--- config.mk ---
export PLATFORM = sky130hd
export DESIGN_NAME = oneshot_deadline_timer_table_top
export DESIGN_NICKNAME = d
export VERILOG_FILES = /design/src/rtl/odtt_pkg.sv /design/src/rtl/odtt_cell.sv /design/src/rtl/oneshot_deadline_timer_table_top.sv
export SDC_FILE = /design/constraint.sdc
export NUM_CORES = 2
export LEC_CHECK = 0
export BUFFER_PORTS_ARGS = -buffer_cell sky130_fd_sc_hd__buf_4
export CORE_ASPECT_RATIO = 0.9
export CORE_MARGIN = 2
export CORE_UTILIZATION = 55
export CTS_CLUSTER_SIZE = 8
export DETAILED_ROUTE_END_ITERATION = 10
export GPL_TIMING_DRIVEN = 0
export PLACE_DENSITY_LB_ADDON = 0.08
export SYNTH_ARGS = -nofsm -noshare
export SYNTH_HDL_FRONTEND = slang
export SYNTH_SLANG_ARGS = --single-unit
--- constraint.sdc ---
create_clock -name clk -period 6.19 [get_ports clk]
set_clock_uncertainty 0.05 [all_clocks]
set_input_delay 0.9285 -clock clk [delete_from_list [all_inputs] [get_ports clk]]
set_output_delay 0.9285 -clock clk [all_outputs]
set_load 0.05 [all_outputs]
--- src/rtl/odtt_pkg.sv ---
// Package of shared types and constants for the one-shot deadline timer table.
`timescale 1ns / 1ps
package odtt_pkg;

  // Number of timer slots in the cell chain.
  localparam int CAPACITY = 32;
  // Width of a slot index.
  localparam int IDX_W = (CAPACITY > 1) ? $clog2(CAPACITY) : 1;
  // Width of a timer count, fixed by the active_count field.
  localparam int CNT_W = 6;

  // Value reported as the next delay when no timer is held.
  localparam logic [31:0] EMPTY_DELAY = 32'd1;

  // Item modes.
  localparam logic MODE_ADD  = 1'b0;
  localparam logic MODE_TICK = 1'b1;

  // Result kinds.
  localparam logic KIND_FIRED = 1'b0;
  localparam logic KIND_SCHED = 1'b1;

  // One stored timer.
  typedef struct packed {
    logic [31:0] deadline;
    logic [15:0] tag;
  } entry_t;

  // Input beat.
  typedef struct packed {
    logic        mode;
    logic [31:0] now_seconds;
    logic [31:0] delay_seconds;
    logic [15:0] timer_tag;
  } in_item_t;

  // Result beat.
  typedef struct packed {
    logic             kind;
    logic [15:0]      fired_tag;
    logic [31:0]      next_delay;
    logic             accepted;
    logic [CNT_W-1:0] active_count;
    logic             last;
  } result_t;

  // Per-cell control from the sequencer.
  typedef struct packed {
    logic shift_en;
    logic load_en;
  } cell_ctrl_t;

  // Sequencer states.
  typedef enum logic [1:0] {
    ST_IDLE,
    ST_COUNT,
    ST_WALK,
    ST_FINISH
  } state_t;

endpackage

--- src/rtl/odtt_cell.sv ---
// One slot of the timer chain: holds a timer and takes its neighbour's each shift.
`timescale 1ns / 1ps
module odtt_cell
  import odtt_pkg::*;
(
  input  logic       clk,
  input  cell_ctrl_t ctrl,
  input  entry_t     upstream,
  input  entry_t     load_data,
  output entry_t     entry
);

  // A load wins over the shift; it places the recirculated head or a new timer.
  always_ff @(posedge clk) begin
    if (ctrl.load_en) begin
      entry <= load_data;
    end else if (ctrl.shift_en) begin
      entry <= upstream;
    end
  end

endmodule

--- src/rtl/oneshot_deadline_timer_table_top.sv ---
// Top level of the one-shot deadline timer table: cell chain and its sequencer.
`timescale 1ns / 1ps
// The timers live in a chain of cells that shifts one slot towards the head per
// cycle while a pass runs. Every pass takes each held timer past the head once and
// writes each timer it keeps back at the tail, so table order is kept. An add
// stores the timer in the accept cycle and then makes one pass to find the nearest
// deadline. A tick makes one pass to count the due timers and a second one that
// fires and drops them. Results are shown for one cycle each on result, marked by
// strobe, and cannot be held off; the final beat of an item has last set and
// appears as busy falls. Table contents need no clearing after reset.
module oneshot_deadline_timer_table_top
  import odtt_pkg::*;
(
  input  logic     clk,
  input  logic     rst,
  input  logic     start,
  output logic     busy,
  input  in_item_t item,
  output logic     strobe,
  output result_t  result
);

  state_t state, state_next;

  logic [CNT_W-1:0] len;
  logic [CNT_W-1:0] steps;
  logic [CNT_W-1:0] due_count;
  logic [CNT_W-1:0] final_len;
  logic             mode_q;
  logic [31:0]      now_q;
  logic             acc_q;
  logic             min_valid;
  logic [31:0]      min_val;

  entry_t     cells [CAPACITY];
  cell_ctrl_t ctrl  [CAPACITY];

  logic             shift_en;
  logic             load_any;
  logic [IDX_W-1:0] load_pos;
  entry_t           load_data;
  logic             strobe_next;
  result_t          result_next;

  logic   room;
  logic   head_match;
  logic   keep_head;
  entry_t head;

  assign busy       = (state != ST_IDLE);
  assign room       = (len < CNT_W'(CAPACITY));
  assign head       = cells[0];
  assign head_match = (head.deadline == now_q);
  assign keep_head  = !((mode_q == MODE_TICK) && head_match);

  // The chain of cells; the tail cell shifts in an empty entry.
  for (genvar i = 0; i < CAPACITY; i++) begin : g_cell
    entry_t up;
    if (i == CAPACITY - 1) begin : g_tail
      assign up = '0;
    end else begin : g_mid
      assign up = cells[i + 1];
    end
    assign ctrl[i].shift_en = shift_en;
    assign ctrl[i].load_en  = load_any && (load_pos == IDX_W'(i));
    odtt_cell u_cell (
      .clk       (clk),
      .ctrl      (ctrl[i]),
      .upstream  (up),
      .load_data (load_data),
      .entry     (cells[i])
    );
  end

  // Next state.
  always_comb begin
    state_next = state;
    unique case (state)
      ST_IDLE: begin
        if (start) begin
          if (item.mode == MODE_TICK) begin
            state_next = (len == '0) ? ST_FINISH : ST_COUNT;
          end else begin
            state_next = (room || (len != '0)) ? ST_WALK : ST_FINISH;
          end
        end
      end
      ST_COUNT: begin
        if (steps == CNT_W'(1)) begin
          state_next = ST_WALK;
        end
      end
      ST_WALK: begin
        if (steps == CNT_W'(1)) begin
          state_next = ST_FINISH;
        end
      end
      ST_FINISH: state_next = ST_IDLE;
      default:   state_next = ST_IDLE;
    endcase
  end

  // Outputs of the sequencer: chain control and the next result beat.
  always_comb begin
    shift_en    = 1'b0;
    load_any    = 1'b0;
    load_pos    = len[IDX_W-1:0] - IDX_W'(1);
    load_data   = head;
    strobe_next = 1'b0;
    result_next = '0;
    unique case (state)
      ST_IDLE: begin
        load_pos           = len[IDX_W-1:0];
        load_data.deadline = item.now_seconds + item.delay_seconds;
        load_data.tag      = item.timer_tag;
        load_any           = start && (item.mode == MODE_ADD) && room;
      end
      ST_COUNT: begin
        shift_en = 1'b1;
        load_any = 1'b1;
      end
      ST_WALK: begin
        shift_en = 1'b1;
        load_any = keep_head;
        if (!keep_head) begin
          strobe_next              = 1'b1;
          result_next.kind         = KIND_FIRED;
          result_next.fired_tag    = head.tag;
          result_next.active_count = final_len;
        end
      end
      ST_FINISH: begin
        strobe_next              = 1'b1;
        result_next.kind         = KIND_SCHED;
        result_next.next_delay   = min_valid ? (min_val - now_q) : EMPTY_DELAY;
        result_next.accepted     = acc_q;
        result_next.active_count = len;
        result_next.last         = 1'b1;
      end
      default: begin
        shift_en = 1'b0;
      end
    endcase
  end

  // Control registers.
  always_ff @(posedge clk) begin
    if (rst) begin
      state     <= ST_IDLE;
      len       <= '0;
      strobe    <= 1'b0;
      min_valid <= 1'b0;
    end else begin
      state  <= state_next;
      strobe <= strobe_next;
      unique case (state)
        ST_IDLE: begin
          if (start) begin
            min_valid <= 1'b0;
            if ((item.mode == MODE_ADD) && room) begin
              len <= len + CNT_W'(1);
            end
          end
        end
        ST_WALK: begin
          if (!keep_head) begin
            len <= len - CNT_W'(1);
          end else if (!min_valid || (head.deadline < min_val)) begin
            min_valid <= 1'b1;
          end
        end
        default: begin
          len <= len;
        end
      endcase
    end
  end

  // Pass counters and item registers.
  always_ff @(posedge clk) begin
    result <= result_next;
    unique case (state)
      ST_IDLE: begin
        mode_q    <= item.mode;
        now_q     <= item.now_seconds;
        acc_q     <= (item.mode == MODE_ADD) && room;
        due_count <= '0;
        if (item.mode == MODE_TICK) begin
          steps <= len;
        end else begin
          steps     <= len + (room ? CNT_W'(1) : CNT_W'(0));
          final_len <= len + (room ? CNT_W'(1) : CNT_W'(0));
        end
      end
      ST_COUNT: begin
        if (steps == CNT_W'(1)) begin
          steps     <= len;
          final_len <= len - (due_count + CNT_W'(head_match));
        end else begin
          steps     <= steps - CNT_W'(1);
          due_count <= due_count + CNT_W'(head_match);
        end
      end
      ST_WALK: begin
        steps <= steps - CNT_W'(1);
        if (keep_head && (!min_valid || (head.deadline < min_val))) begin
          min_val <= head.deadline;
        end
      end
      default: begin
        steps <= steps;
      end
    endcase
  end

endmodule

==> impl_metrics.py <==
metrics = {
    "die": {
        "die_area_um2": 136600,
        "die_h_um": 350.8,
        "start_util_pct": 55.26,
        "rows": 127,
        "die_w_um": 389.3,
        "fp.coreArea_um2": 133000,
        "io_pins": 143,
    },
    "synthesis": {
        "ys_warn_count": 0,
        "synthesis.area_um2": 73500,
        "syn-num-nets": 6570,
        "dominantRegCellSynth": "edfxtp_1",
        "synthDominantCellAreaShare_pct": 66.18,
        "yosys_register_bits": 1686,
        "synth_edf_count": 1620,
        "yosysTopAreaCell": "edfxtp_1",
        "synth.area.top_cells": "edfxtp_1 (66%), o21ai_0 (6.3%), nand2_1 (5.4%)",
        "ys_seq_area_share_pct": 67.98,
        "async_flop_share_pct": 0,
        "syn_area_per_cell_um2": 11.54,
        "ys_types": 78,
        "syn_inst": 6369,
    },
    "power_and_ir_drop": {
        "internal_power_uw": 33340,
        "cellPowerDensity_nw_per_um2": 643.0,
        "ir_drop_mv": 0.3801,
        "pwr-share-clk_pct": 21.3,
        "leakage_uw": 0.03139,
        "p_sw_uw": 20370,
        "p_seq_share_pct": 45.2,
        "pwr-share-comb_pct": 33.5,
        "p_sw_share_pct": 37.93,
    },
    "sta": {
        "hold_viol": 0,
        "timing.final.max_slew_violations": 0,
        "rsz0062_at_grt": "no",
        "period_needed_ns": 6.036,
        "finalSetupViolCount": 0,
        "fin_crit_sh_pct": 97.51,
        "relSlewSlack_pct": 0.2037,
        "worst_pin_slew_ns": 1.487,
        "clock.fmax_mhz": 165.7,
        "worst_slack_ns": 0.1541,
    },
    "clock_network": {
        "cts_buffers": 228,
        "ctsHtreeMaxLevel": 4,
        "cts_max_path_buffers": 3,
        "cts_tree": "built",
        "numClockSinks": 1686,
        "cts_root_buffer": "clkbuf_16",
        "clk_latency_ns": 0.85,
        "path_clk_slew_ns": 0.05,
    },
    "critical_path": {
        "required_ns": 6.59,
        "slowest_stage": "or2_2",
        "critPathArrivalTime_ns": 6.43,
        "crit_family": "buffers and inverters",
        "path_max_fanout": 48,
        "crit_top_cell": "clkbuf_1",
        "criticalPathCategory": "register to register",
        "path_cells": "clkbuf_1 -> inv_1 -> ha_1 -> nand2b_2 -> nor3_2 -> xnor2_1 -> nand2_1 -> buf_4 -> buf_2 -> a2111oi_4 -> clkbuf_1 -> or2_2",
        "cpPeakStageDelay_ns": 0.99,
        "cp-start-kind": "register",
        "cp.buffers_inverters": 5,
        "cp-end-kind": "register",
    },
    "place": {
        "io_buffers": 141,
        "gp_congestion": 0.9824,
        "dp_hpwl_um": 159300,
        "dp_cells": 8268,
        "dp_worst_setup_slack_ns": 0.04550,
    },
    "global_route": {
        "grt_max_degree": 49,
        "track_usage_pct": 31.46,
        "grt_pass1_wl_um": 317100,
        "grt_pass1_vias": 50700,
        "grt.overflow.total": 0,
        "antenna_found_initial": 8,
    },
    "detailed_routing": {
        "dr.pass1.iters": 6,
        "ant_nets": 0,
        "wl_um": 217300,
        "drt_first_iter_violations": 6176,
        "vias": 52440,
        "wl_per_cell_um": 25.29,
        "avgViaCountPerCell": 6.104,
        "drc_errors": 0,
    },
    "job": {
        "cap_violations": 1,
    },
    "hold_path": {
        "hold_path_class": "primary input to register",
    },
    "outcome": {
        "outcome": "finished, violations left",
        "violations": "max-capacitance violations",
    },
    "final_layout": {
        "num-nets-final": 6959,
        "areaGrowthSynthToFinish_pct": 13.64,
        "final_cell_count_no_fill": 8591,
        "drive_gt1_share_pct": 9.119,
    },
}
-- synthesized netlist by cell type (all sizes together), types with 13 or more instances --
cell and count:
mux2i 69, a211oi 27, nand3 39, nand4 14
o21bai 13, dfxtp 66, a21oi 639, and2 24
clkbuf 387, inv 99, or2 26, nor4 15
nor2 725, nand2 1067, a2111oi 17, a21o 40
xor2 60, nand2b 25, o21ai 950, edfxtp 1620
nor3 18, xnor2 51, buf 116, ha 113
mux2 20, nor2b 20
-- placed cells by master, fill, tap and decap left out, types with 24 or more instances in the layout --
master     Yosys  final
a21o_1        40     40
a21oi_1      636    635
and2_1        24     24
buf_2         95     95
buf_4         11    154
clkbuf_1     381    452
clkbuf_16      0    233
dfxtp_1       66     66
edfxtp_1    1620   1620
ha_1         113    112
inv_1         98     98
mux2i_1       67     66
nand2_1     1067   1067
nand3_1       39     39
nor2_1       725    724
o21ai_0      922    922
o21ai_1       27     26
xnor2_1       51     51
xor2_1        60     60
-- metrics by stage --
stage	hold slack, ns	setup TNS [ns]	power (µW)	cell area, µm²	utilization [%]
final	0.2222	0	53710	83530	62.80
after detailed placement	0.3839	0	42080	77120	57.99
after floorplan	0.3678	0	34240	73500	-
after global routing	0.1998	0	56200	83510	62.79
after global placement	0.3790	-438.80	41490	76740	57.70
after CTS	0.1794	0	53530	83450	62.74
-- cell families (layout without fill, tap and decap cells) --
logic type,after synthesis,count (layout),share of synthesized area [%]
adder cells (fa/ha/maj),119,119,2.060
flip-flops,1686,1686,67.98
other,0,7,0
XOR/XNOR,111,111,1.323
buffers and inverters,602,1076,3.323
multiplexers,89,89,1.256
AO/OA/AOI/OAI,1770,1770,13.27
AND/OR/NAND/NOR,1992,1992,10.78
-- routing by layer --
metal	up-vias	wire length, µm	GRT usage, %
met3	427	21680	6.554
met4	4	6748	10.43
li1	23430	-	-
met1	26030	89090	44.08
met2	2544	99720	49.47
met5	-	24	0
-- state kept, by name, summed over array words and instances (netlist names) --
register / flops
acc_q: 1
due_count: 6
final_len: 6
g_cell.u_cell.entry: 1536
len: 6
min_val: 32
min_valid: 1
mode_q: 1
now_q: 32
result: 56
state: 2
steps: 6
strobe: 1
-- power groups by stage --
stage | registers (µW) | clock network [µW] | logic, µW
floorplan | 23400 | 0 | 10800
global placement | 24600 | 0 | 16900
detailed placement | 24400 | 0 | 17700
CTS | 24300 | 11500 | 17800
global route | 24700 | 11900 | 19600
finish | 24300 | 11400 | 18000
-- worst register-to-register path, stage by stage (launching register included) --
cell and delay, ns:
dfxtp_1 0.48, clkbuf_1 0.46, inv_1 0.29, ha_1 0.36
nand2b_2 0.17, nor3_2 0.06, xnor2_1 0.64, nand2_1 0.36
buf_4 0.31, buf_2 0.31, a2111oi_4 0.70, clkbuf_1 0.43
or2_2 0.99
-- final timing paths --
check | cells past startpoint | end | slack (ns) | from
max reg2reg | 12 | g_cell[11].u_cell.entry[43] | 0.15 | len[1]
min reg2reg | 1 | result[7] | 0.39 | acc_q
min | 1 | mode_q | 0.22 | item[80]
max | 12 | g_cell[11].u_cell.entry[43] | 0.15 | len[1]
-- what timing repair did --
item / 4_1_cts / 5_1_grt
setup buffers: 0 / 0
gates resized for setup: 0 / 10
hold buffers: 0 / 0
hold endpoints to repair: 0 / 0
setup endpoints to repair: 0 / 480
-- cell type report --
cell class / count / area (µm²)
Fill cell: 10620 / 49470
Multi-Input combinational cell: 4081 / 21200
Timing Repair Buffer: 159 / 1399
Tap cell: 1741 / 2178
Clock inverter: 10 / 212.7
Clock buffer: 305 / 6111
Inverter: 99 / 371.6
Sequential cell: 1686 / 49970
Antenna cell: 7 / 17.52
Buffer: 503 / 2071
(Power assumes the default switching activity.)
